$ cat config.mk
export PLATFORM = sky130hd
export DESIGN_NAME = bezier_de_casteljau_eval_unit
export DESIGN_NICKNAME = d
export VERILOG_FILES = /design/src/rtl/bdc_pkg.sv /design/src/rtl/bdc_lerp.sv /design/src/rtl/bdc_cell.sv /design/src/rtl/bezier_de_casteljau_eval_unit.sv
export SDC_FILE = /design/constraint.sdc
export NUM_CORES = 2
export LEC_CHECK = 0
export BUFFER_PORTS_ARGS = -buffer_cell sky130_fd_sc_hd__buf_2
export CAP_MARGIN = 0
export CORE_MARGIN = 1
export CORE_UTILIZATION = 40
export DETAILED_ROUTE_END_ITERATION = 7
export GPL_TIMING_DRIVEN = 0
export PLACE_DENSITY_LB_ADDON = 0.1
export SYNTH_ARGS = -nofsm -noshare
export SYNTH_HDL_FRONTEND = slang
export SYNTH_SLANG_ARGS = --single-unit
export TNS_END_PERCENT = 10
$ cat constraint.sdc
create_clock -name clk -period 17.31 [get_ports clk]
set_clock_uncertainty 0.15 [all_clocks]
set_input_delay 0.8655 -clock clk [delete_from_list [all_inputs] [get_ports clk]]
set_output_delay 0.8655 -clock clk [all_outputs]
set_load 0.05 [all_outputs]
$ cat src/rtl/bdc_pkg.sv
package bdc_pkg;

	// configuration port
	localparam int APB_DW = 32;
	localparam int PC_W = 4;
	localparam logic [PC_W-1:0] PC_RESET = 4'd3;
	localparam logic [PC_W-1:0] PC_MIN = 4'd2;
	localparam logic REG_POINT_COUNT = 1'b0;

	// request codes
	localparam logic REQ_LOAD = 1'b0;
	localparam logic REQ_EVAL = 1'b1;

	typedef enum logic {
		ST_IDLE,
		ST_RUN
	} state_t;

	// per-cell control, shared by the whole chain except ins
	typedef struct packed {
		logic load;
		logic step;
		logic first;
		logic ins;
	} cell_ctrl_t;

endpackage

$ cat src/rtl/bdc_lerp.sv
module bdc_lerp #(
	parameter int PT_W = 20,
	parameter int T_BITS = 16
) (
	input  logic [PT_W-1:0] a,
	input  logic [PT_W-1:0] b,
	input  logic [T_BITS:0] t,
	output logic [PT_W-1:0] q
);

	localparam int PW = PT_W + T_BITS + 3;
	localparam logic signed [PW-1:0] HALF = PW'(1) <<< (T_BITS - 1);

	logic signed [PT_W:0]   diff;
	logic signed [PW-1:0]   diff_ext;
	logic signed [PW-1:0]   t_ext;
	logic signed [PW-1:0]   prod;
	logic signed [PW-1:0]   shifted;
	logic        [PT_W+1:0] sum;

	always_comb begin
		diff     = $signed({1'b0, b}) - $signed({1'b0, a});
		diff_ext = PW'(diff);
		t_ext    = $signed(PW'({1'b0, t}));
		prod     = t_ext * diff_ext;
		// arithmetic shift floors, so ties go toward plus infinity
		shifted  = (prod + HALF) >>> T_BITS;
		sum      = {2'b00, a} + shifted[PT_W+1:0];
		q        = sum[PT_W-1:0];
	end

endmodule

$ cat src/rtl/bdc_cell.sv
module bdc_cell
	import bdc_pkg::*;
#(
	parameter int PT_W = 20
) (
	input  logic              clk,
	input  cell_ctrl_t        ctrl,
	input  logic [2*PT_W-1:0] ld,
	input  logic [2*PT_W-1:0] nb1,
	input  logic [2*PT_W-1:0] nb2,
	input  logic [2*PT_W-1:0] res,
	output logic [2*PT_W-1:0] pt
);

	logic [2*PT_W-1:0] pt_q;

	// first step of a level skips the stale head, so it moves by two
	always_ff @(posedge clk) begin
		if (ctrl.load) begin
			pt_q <= ld;
		end else if (ctrl.step) begin
			if (ctrl.ins) begin
				pt_q <= res;
			end else if (ctrl.first) begin
				pt_q <= nb2;
			end else begin
				pt_q <= nb1;
			end
		end
	end

	assign pt = pt_q;

endmodule

$ cat src/rtl/bezier_de_casteljau_eval_unit.sv
// de casteljau bezier evaluator, n = point_count clamped to [2, MAX_POINTS]
// load request: stored on the transfer edge, no result
// evaluate: first point valid once the chain is loaded and the output register fills, then one point a cycle
// while out_stall is low; n(n-1)/2 points, next request taken in the cycle after the last step
// at eight points: 28 points per evaluation, one per step from the single shared lerp pair
// reset: point_count back to 3, control idle, output empty; point store undefined until loaded
module bezier_de_casteljau_eval_unit
	import bdc_pkg::*;
#(
	parameter int MAX_POINTS = 8,
	parameter int COORD_BITS = 12,
	parameter int FRAC_BITS = 8,
	parameter int T_BITS = 16
) (
	input  logic                          clk,
	input  logic                          arst_n,
	// configuration port
	input  logic                          psel,
	input  logic                          penable,
	input  logic                          pwrite,
	input  logic [2:0]                    paddr,
	input  logic [APB_DW-1:0]             pwdata,
	output logic [APB_DW-1:0]             prdata,
	output logic                          pready,
	// request channel
	input  logic                          in_valid,
	output logic                          in_stall,
	input  logic                          req_type,
	input  logic [$clog2(MAX_POINTS)-1:0] point_index,
	input  logic [COORD_BITS-1:0]         coord_x,
	input  logic [COORD_BITS-1:0]         coord_y,
	input  logic [T_BITS:0]               t_param,
	// point channel
	output logic                          out_valid,
	input  logic                          out_stall,
	output logic [$clog2(MAX_POINTS)-1:0] level,
	output logic [$clog2(MAX_POINTS)-1:0] position,
	output logic [COORD_BITS+FRAC_BITS-1:0] point_x,
	output logic [COORD_BITS+FRAC_BITS-1:0] point_y,
	output logic                          last
);

	localparam int IDX_W = $clog2(MAX_POINTS);
	localparam int LVL_W = IDX_W;
	localparam int CNT_W = $clog2(MAX_POINTS + 1);
	localparam int PT_W = COORD_BITS + FRAC_BITS;
	// cell 0 holds the stale head of each level, the points follow it
	localparam int NCELL = MAX_POINTS + 1;
	localparam logic [T_BITS:0] T_ONE = {1'b1, {T_BITS{1'b0}}};

	// configuration
	logic [PC_W-1:0]  pc_q;
	logic [CNT_W-1:0] n_sat;

	// point store, payload only
	logic [COORD_BITS-1:0] store_x_q [MAX_POINTS];
	logic [COORD_BITS-1:0] store_y_q [MAX_POINTS];

	// sequencer
	state_t           state_q, state_d;
	logic [LVL_W-1:0] cur_level_q;
	logic [LVL_W-1:0] len_q;
	logic [LVL_W-1:0] step_q;
	logic [T_BITS:0]  t_q;
	logic             in_xfer;
	logic             eval_go;
	logic             load_go;
	logic             advance;
	logic             level_end;
	logic             first;

	// chain and lerp
	logic [2*PT_W-1:0] cell_pt [NCELL];
	logic [2*PT_W-1:0] a_pt;
	logic [2*PT_W-1:0] b_pt;
	logic [PT_W-1:0]   qx;
	logic [PT_W-1:0]   qy;

	// output register
	logic             out_valid_q;
	logic [LVL_W-1:0] out_level_q;
	logic [LVL_W-1:0] out_pos_q;
	logic [PT_W-1:0]  out_x_q;
	logic [PT_W-1:0]  out_y_q;
	logic             out_last_q;

	// ---------------------------------------------------------------
	// configuration register, paddr[2] picks the register word
	// ---------------------------------------------------------------
	always_ff @(posedge clk or negedge arst_n) begin
		if (!arst_n) begin
			pc_q <= PC_RESET;
		end else if (psel && penable && pwrite && pready && (paddr[2] == REG_POINT_COUNT)) begin
			pc_q <= pwdata[PC_W-1:0];
		end
	end

	assign pready = 1'b1;
	assign prdata = (paddr[2] == REG_POINT_COUNT) ? {{(APB_DW-PC_W){1'b0}}, pc_q} : '0;

	// curve order in use, clamped into the supported range
	always_comb begin
		if (pc_q < PC_MIN) begin
			n_sat = CNT_W'(PC_MIN);
		end else if (pc_q > PC_W'(MAX_POINTS)) begin
			n_sat = CNT_W'(MAX_POINTS);
		end else begin
			n_sat = CNT_W'(pc_q);
		end
	end

	// ---------------------------------------------------------------
	// request side
	// ---------------------------------------------------------------
	assign in_xfer = in_valid && !in_stall;
	assign load_go = in_xfer && (req_type == REQ_LOAD);
	assign eval_go = in_xfer && (req_type == REQ_EVAL);

	// a slot beyond the store is dropped
	always_ff @(posedge clk) begin
		if (load_go && ({1'b0, point_index} < (IDX_W+1)'(MAX_POINTS))) begin
			store_x_q[point_index] <= coord_x;
			store_y_q[point_index] <= coord_y;
		end
	end

	// ---------------------------------------------------------------
	// sequencer: one lerp per step, a step only when the output slot frees
	// ---------------------------------------------------------------
	assign first     = (step_q == '0);
	assign level_end = (step_q == len_q - 1'b1);

	always_ff @(posedge clk or negedge arst_n) begin
		if (!arst_n) begin
			state_q <= ST_IDLE;
		end else begin
			state_q <= state_d;
		end
	end

	always_comb begin
		state_d  = state_q;
		in_stall = 1'b0;
		advance  = 1'b0;
		unique case (state_q)
			ST_IDLE: begin
				if (eval_go) begin
					state_d = ST_RUN;
				end
			end
			ST_RUN: begin
				in_stall = 1'b1;
				advance  = !out_valid_q || !out_stall;
				if (advance && level_end && (len_q == LVL_W'(1))) begin
					state_d = ST_IDLE;
				end
			end
			default: begin
				state_d = ST_IDLE;
			end
		endcase
	end

	always_ff @(posedge clk) begin
		if (eval_go) begin
			cur_level_q <= LVL_W'(1);
			len_q       <= LVL_W'(n_sat - 1'b1);
			step_q      <= '0;
			t_q         <= (t_param > T_ONE) ? T_ONE : t_param;
		end else if (advance) begin
			if (level_end) begin
				cur_level_q <= cur_level_q + 1'b1;
				len_q       <= len_q - 1'b1;
				step_q      <= '0;
			end else begin
				step_q <= step_q + 1'b1;
			end
		end
	end

	// ---------------------------------------------------------------
	// cell chain: shifts toward cell 0, each new point lands at cell len
	// ---------------------------------------------------------------
	for (genvar i = 0; i < NCELL; i++) begin : g_cell
		cell_ctrl_t        ctrl;
		logic [2*PT_W-1:0] ld;
		logic [2*PT_W-1:0] nb1;
		logic [2*PT_W-1:0] nb2;

		assign ctrl.load  = eval_go;
		assign ctrl.step  = advance;
		assign ctrl.first = first;
		assign ctrl.ins   = ({1'b0, len_q} == (LVL_W+1)'(i));

		if (i == 0) begin : g_head
			assign ld = '0;
		end else begin : g_body
			assign ld = {store_x_q[i-1], {FRAC_BITS{1'b0}}, store_y_q[i-1], {FRAC_BITS{1'b0}}};
		end

		if (i + 1 < NCELL) begin : g_nb1
			assign nb1 = cell_pt[i+1];
		end else begin : g_nb1_end
			assign nb1 = '0;
		end

		if (i + 2 < NCELL) begin : g_nb2
			assign nb2 = cell_pt[i+2];
		end else begin : g_nb2_end
			assign nb2 = '0;
		end

		bdc_cell #(
			.PT_W(PT_W)
		) u_cell (
			.clk (clk),
			.ctrl(ctrl),
			.ld  (ld),
			.nb1 (nb1),
			.nb2 (nb2),
			.res ({qx, qy}),
			.pt  (cell_pt[i])
		);
	end

	// operands: skip the stale head on the first step of a level
	assign a_pt = first ? cell_pt[1] : cell_pt[0];
	assign b_pt = first ? cell_pt[2] : cell_pt[1];

	bdc_lerp #(
		.PT_W  (PT_W),
		.T_BITS(T_BITS)
	) u_lerp_x (
		.a(a_pt[2*PT_W-1:PT_W]),
		.b(b_pt[2*PT_W-1:PT_W]),
		.t(t_q),
		.q(qx)
	);

	bdc_lerp #(
		.PT_W  (PT_W),
		.T_BITS(T_BITS)
	) u_lerp_y (
		.a(a_pt[PT_W-1:0]),
		.b(b_pt[PT_W-1:0]),
		.t(t_q),
		.q(qy)
	);

	// ---------------------------------------------------------------
	// output register, filled on every step
	// ---------------------------------------------------------------
	always_ff @(posedge clk or negedge arst_n) begin
		if (!arst_n) begin
			out_valid_q <= 1'b0;
		end else if (advance) begin
			out_valid_q <= 1'b1;
		end else if (!out_stall) begin
			out_valid_q <= 1'b0;
		end
	end

	always_ff @(posedge clk) begin
		if (advance) begin
			out_level_q <= cur_level_q;
			out_pos_q   <= step_q;
			out_x_q     <= qx;
			out_y_q     <= qy;
			out_last_q  <= level_end && (len_q == LVL_W'(1));
		end
	end

	assign out_valid = out_valid_q;
	assign level     = out_level_q;
	assign position  = out_pos_q;
	assign point_x   = out_x_q;
	assign point_y   = out_y_q;
	assign last      = out_last_q;

	// ---------------------------------------------------------------
	// checks
	// ---------------------------------------------------------------
	a_step_in_level: assert property (@(posedge clk) disable iff (!arst_n)
		(state_q == ST_RUN) |-> (step_q < len_q))
		else $error("step index beyond level length");

	a_level_sum: assert property (@(posedge clk) disable iff (!arst_n)
		(state_q == ST_RUN) |-> ((CNT_W'(cur_level_q) + CNT_W'(len_q)) == n_sat))
		else $error("level and level length out of step");

	a_eval_start: assert property (@(posedge clk) disable iff (!arst_n)
		eval_go |=> (state_q == ST_RUN) && (cur_level_q == LVL_W'(1)) && (step_q == '0))
		else $error("evaluation did not start at level one");

	a_final_point: assert property (@(posedge clk) disable iff (!arst_n)
		(advance && level_end && (len_q == LVL_W'(1))) |=>
		(state_q == ST_IDLE) && out_valid_q && out_last_q)
		else $error("curve point not flagged last or sequencer still busy");

endmodule
# Word level (Yosys, flattened, before mapping)
# Memory sizes are Yosys's and may differ from the RTL's.
# Cells that the tools add are included.
# totals
regBits	423
mem_bits_rw	192
input_bits	87
output_inout_bits	82
elab_cells	125
mem_count	2
# mem_list
memory	depth	word_bits	read_ports	rd_clocked_by_memory_dff	wr	line	source
store_x_q	8	12	8	0	1	bezier_de_casteljau_eval_unit.sv:56	logic [COORD_BITS-1:0] store_x_q [MAX_POINTS];
store_y_q	8	12	8	0	1	bezier_de_casteljau_eval_unit.sv:57	logic [COORD_BITS-1:0] store_y_q [MAX_POINTS];
# classes
addsub	10
n_mul	2
order_cmp	3
eq_ne	9
muxes	49
n_bitwise	3
n_reduce_logical	19
# ops
cell	count
$mux 40	33
$add 36x17->36 const B	2
$mul 18x21->36	2
$sub 20x20->21	2
$add 20x20->20	2
$mux 3	6
$gt 17x17->1 const B	1
$eq 3x3->1 const B	4
$logic_and 1x1->1	9
$mux 1	8
$add 3x1->3 const B	2
$eq 3x2->1 const B	2
$logic_not 3->1	2
$sub 3x1->3 const B	2
$gt 4x4->1 const B	1
$lt 4x2->1 const B	1
$mux 4	1
$reduce_and 2->1	2
$reduce_bool 2->1	2
$eq 3x1->1 const B	1
$eq 3x3->1	1
$logic_not 1->1	3
$not 1->1	3
$ne 2x1->1 const B	1
2 further kinds	2

# Logic depth before layout (Yosys ltp)
# depth
word_depth	9
ltp_mapped	63

# Cells and area by module
# A second synthesis with hierarchy kept.
# unflattened
cells_unflattened	5800
hier_area_um2	64237.9
# modules_own_cells
module	instances	cells_each	area_per_inst_um2	seq_area_each_um2
bdc_cell	9	224	2840.2	1201.2
bdc_lerp at u_lerp_x	1	1658	14495.2	0.0
bdc_lerp at u_lerp_y	1	1620	14169.8	0.0
bezier_de_casteljau_eval_unit	1	506	10010.9	8050.2

# Worst setup path after synthesis
# OpenSTA, ideal clock, no wires.
# synth_timing
kind	flip-flop to flip-flop
start	reg step_q[0]
end	reg g_cell[6].u_cell.pt_q[39], data pin
setup_time_ns	0.264
arrival_ns	12.707
required_ns	16.896
setup_slack_ns	4.189
path_stages_with_launch	63
path_buffers	9
period_less_slack_ns	13.121
path_cell_list	dfxtp_1 > inv_1 > ha_1 > nor2b_1 > buf_2 > buf_2 > buf_2 > clkbuf_1 > clkbuf_1 > clkbuf_1 > clkbuf_1 > nand2_1 > nand2_1 > ha_1 > inv_1 > fa_1 > nor2b_1 > o211ai_1 > [27 not listed] > a221oi_2 > o31a_1 > a311o_1 > nor2b_1 > o21ai_0 > nand2b_1 > a21oi_1 > xnor2_1 > ha_1 > a21o_1 > a21oi_1 > nor2b_1 > a211o_1 > and3_4 > o21a_1 > buf_6 > o31ai_1 > o21ai_1
# synth_via
elab_chain_len	9
# synth_rtl
element	line	source
start: declaration	bezier_de_casteljau_eval_unit.sv:63	logic [LVL_W-1:0] step_q;
start signal: assignment	bezier_de_casteljau_eval_unit.sv:176	step_q <= step_q + 1'b1;
$logic_not 3->1 *	bezier_de_casteljau_eval_unit.sv:130	assign first = (step_q == '0);
$mux 40, on equally long branches	bezier_de_casteljau_eval_unit.sv:228, bezier_de_casteljau_eval_unit.sv:227	
$sub 20x20->21	bdc_lerp.sv:22	diff = $signed({1'b0, b}) - $signed({1'b0, a});
$mul 18x21->36	bdc_lerp.sv:25	prod = t_ext * diff_ext;
$add 36x17->36	bdc_lerp.sv:27	shifted = (prod + HALF) >>> T_BITS;
$add 20x20->20	bdc_lerp.sv:28	sum = {2'b00, a} + shifted[PT_W+1:0];
$mux 40 *	bdc_cell.sv:22	if (ctrl.ins) begin
$mux 40 *	bdc_cell.sv:21	end else if (ctrl.step) begin
$mux 40 *	bdc_cell.sv:19	if (ctrl.load) begin
end signal: assignment	bdc_cell.sv:20	pt_q <= ld;
end signal: assignment	bdc_cell.sv:23	pt_q <= res;
end signal: assignment	bdc_cell.sv:25	pt_q <= nb2;
end: declaration	bdc_cell.sv:15	logic [2*PT_W-1:0] pt_q;
# Every way passes the cells marked *; elsewhere a longest branch is shown, timed or not. The select of a mux whose other input is x is not followed.
# A chain may end at the register's enable or synchronous reset.

# Final worst setup path
# layout_timing
start	reg step_q[0]
end	reg g_cell[4].u_cell.pt_q[17], data pin
# layout_via
elab_chain_len	9
# layout_rtl
element	line
$logic_not 3->1 *	bezier_de_casteljau_eval_unit.sv:130
$mux 40, on equally long branches	bezier_de_casteljau_eval_unit.sv:228, bezier_de_casteljau_eval_unit.sv:227
$sub 20x20->21	bdc_lerp.sv:22
$mul 18x21->36	bdc_lerp.sv:25
$add 36x17->36	bdc_lerp.sv:27
$add 20x20->20	bdc_lerp.sv:28
$mux 40 *	bdc_cell.sv:22
$mux 40 *	bdc_cell.sv:21
$mux 40 *	bdc_cell.sv:19
end signal: assignment	bdc_cell.sv:20
end signal: assignment	bdc_cell.sv:23
end signal: assignment	bdc_cell.sv:25
end: declaration	bdc_cell.sv:15
# Marks and branches as above.

==> reports/results.txt <==
Run status = complete, but fails checks
Failing checks = capacitance limit, slew limit
Clock latency on the worst-skew pair = 0.68 ns
Final nets = 7388
Class of the worst hold path = primary input to flop
Port bufs = 109
Yosys warns = 0
Crit path required time = 17.53 ns
Slowest CP cell = clkbuf_1
Commonest cells after routing, fill and taps aside = nand2_1 (1249), inv_1 (900), fa_1 (674), edfxtp_1 (451), and2_1 (396)
Async set-reset flop share out of synthesis = 0.976%
Measured slew at the worst slew-check pin = 1.53 ns
Final-report max-slew violation count = 10
Hold Vio Cnt, Final = 0
Largest net degree at the start of global routing = 59
Total gr overflow = 0
Die height = 377 um
Finish-stage setup viols = 0
Antenna violations before repair = 7
Hold slack = 0.284 ns
CTS Sinks = 615
Detail Route Antenna Nets = 0
Longest Clk Path Bufs = 3
Critical path's largest stage delay = 0.88 ns
PnR worst setup slack = 0.841 ns
Main synth FF type = edfxtp_1
Wire per inst = 23.7 um
Yosys top cell by area = edfxtp_1
Top-area cell type share of the netlist area = 24.0%
Rows = 137
Cell count after synthesis = 6106
Critical path fanouts, max = 28
Hpwl dp = 156000 um
Commonest non-fill, non-tap cell in the layout = nand2_1
Unrepaired setup endpoints after global routing = false
Initial core utilization = 40.3%
H-Tree Depth = 3
P&R area growth vs syn = 10.5%
Number of max-cap violations = 2
First-pass GRT wire length = 294000 um
Via/cell ratio = 5.27
Core footprint = 140000 sq um
I/O pin cnt = 169
Synth area leaders = edfxtp_1 (24%), fa_1 (24%), nand2_1 (8.3%), ha_1 (6.4%), inv_1 (6.0%)
Filler cell count = 13.9k
Root Driver = clkbuf_16
Via count = 43.6k
Total track usage = 28.1%
CTS tree = yes
Mean Syn Cell Area = 9.23 sq um
Max-slew headroom = -2.06%
Final setup TNS = 0 ns
Setup Slack @ Placement = -1.32 ns
Die width = 377 um
Layout cells sized above 1 = 5.66%
CP Launch Type = flop
Final worst path period share = 95.1%
#FFs+latches synth = 615
WP data arrival = 16.68 ns
Drt pass-1 iters = 5
TritonCTS buffer count = 74
Fmax achieved = 60.7 MHz
Seq/Total Area, Yosys = 29.9%
Placed cell areas = 59900 sq um
Number of global-route vias before repair = 44.8k
Clock period minus final worst setup slack = 16.47 ns
Final Cell Area = 62300 sq um
Starting DRT DRC Count = 3415
Post-synth cell types = 102
Die area = 142000 sq um
Post-synth EDFFs = 451
DRC violations left = 0
Placer Congestion = 0.928
Final WL = 196000 um
Mapped cell area = 56400 sq um
Clock transition at path regs = 0.06 ns
CP Class = flop to flop
CP Capture Type = flop
-- critical path, delay by kind of cell (launching register included) --
| family | cells | cell delay [ns] |
|---|---|---|
| buffers and inverters | 11 | 3.58 |
| AOI/OAI and AO/OA | 16 | 4.10 |
| muxes | 1 | 0.61 |
| xor gates and xnor gates | 3 | 1.46 |
| DFF | 1 | 0.36 |
| adders and majority gates | 10 | 4.44 |
| and+or+nand+nor | 9 | 1.37 |
-- Yosys cell counts, types with 5 or more instances --
library cell / count
nand3_1: 105
o21ai_1: 23
edfxtp_1: 451
buf_1: 15
ha_1: 288
o221ai_1: 6
xnor2_1: 104
nor3_1: 21
nor2b_1: 59
o2111ai_1: 5
and2_1: 396
a21oi_1: 393
nor2_1: 106
o21bai_1: 6
buf_4: 31
a22o_1: 14
a21boi_0: 6
xor2_1: 49
nand2_1: 1249
a211o_1: 7
inv_1: 900
or3_1: 7
nor4_1: 6
o211ai_1: 15
a31oi_1: 18
clkbuf_1: 297
nand4_1: 9
nand2b_1: 34
a211oi_2: 5
mux2_2: 6
a222oi_1: 7
a32o_1: 63
a21o_1: 61
o31ai_1: 12
mux2i_1: 27
o21a_1: 20
and3_1: 12
o22ai_1: 11
o21ai_0: 276
dfxtp_1: 158
a211oi_1: 6
or2_2: 5
fa_1: 674
a22oi_1: 33
-- final cells by class --
| type | instances | area [sq um] | area share (%) |
|---|---|---|---|
| inverters | 902 | 3390 | 5.44 |
| repair buffers | 134 | 953 | 1.53 |
| plain buffers | 347 | 1460 | 2.34 |
| flip-flops and latches | 615 | 16900 | 27.1 |
| clock inverters | 28 | 198 | 0.317 |
| clock buffers | 105 | 2080 | 3.34 |
| multi-input cells | 4265 | 35000 | 56.2 |
| well taps | 1876 | 2350 | 3.77 |
| diodes | 6 | 15.0 | 0.0241 |
-- timing repair --
action | 4_1_cts | 5_1_grt
pin swaps | 0 | 0
setup endpoints to repair | 174 | 138
buffers inserted | 0 | 0
hold endpoints to repair | 4 | 0
hold buffers | 1 | 0
resized for setup | 8 | 7
-- cell families (layout without fill, tap and decap cells) --
family / after synthesis / count (layout) / share of synthesized area [%]
fa+ha+maj: 966 / 966 / 30.4
flops: 615 / 615 / 29.9
other cells: 2 / 35 / 0.0133
compound gates: 1043 / 1043 / 11.5
mux: 34 / 34 / 0.624
xor+xnor: 157 / 157 / 2.50
simple gates: 2036 / 2036 / 16.5
buf+inv: 1253 / 1516 / 8.59
-- sequential cells by signal, summed over array words and instances, names as in the netlist, 4 cells and up --
signal,flops
point_x,20
point_y,20
t_q,17
pc_q,4
g_cell.u_cell.pt,344
store_x_q,96
store_y_q,96
-- through the flow --
step,util (%),cells
final,44.6,8278
after global routing,44.6,8274
after CTS,44.6,8274
after detailed placement,42.9,8142
after global placement,42.5,8118
after floorplan,-,6133
-- metal layers --
| layer | GRT usage, % | routed length (um) |
|---|---|---|
| met1 | 36.0 | 82300 |
| met2 | 46.7 | 92800 |
| met4 | 13.5 | 10500 |
| met3 | 3.68 | 10700 |
| met5 | 0 | 8 |
-- worst paths after layout --
path | start | end | slack, ns | depth (start not counted)
max | step_q[0]$_SDFFE_PP0P_ | g_cell[4].u_cell.pt[17]$_DFFE_PP_ | 0.84 | 50
min | pwdata[3] | pc_q[3]$_DFFE_PN0P_ | 0.28 | 2
max reg2reg | step_q[0]$_SDFFE_PP0P_ | g_cell[4].u_cell.pt[17]$_DFFE_PP_ | 0.84 | 50
min reg2reg | g_cell[0].u_cell.pt[1]$_SDFFE_PP0P_ | g_cell[0].u_cell.pt[1]$_SDFFE_PP0P_ | 0.30 | 2
max in group asynchronous | arst_n | pc_q[0]$_DFFE_PN1P_ | 16.39 | 2
min in group asynchronous | arst_n | out_valid$_DFFE_PN0P_ | 0.40 | 2
Power is left out: the tool's default activity adds up to more than one toggle a clock period on the data nets, which glitch-free logic cannot reach.
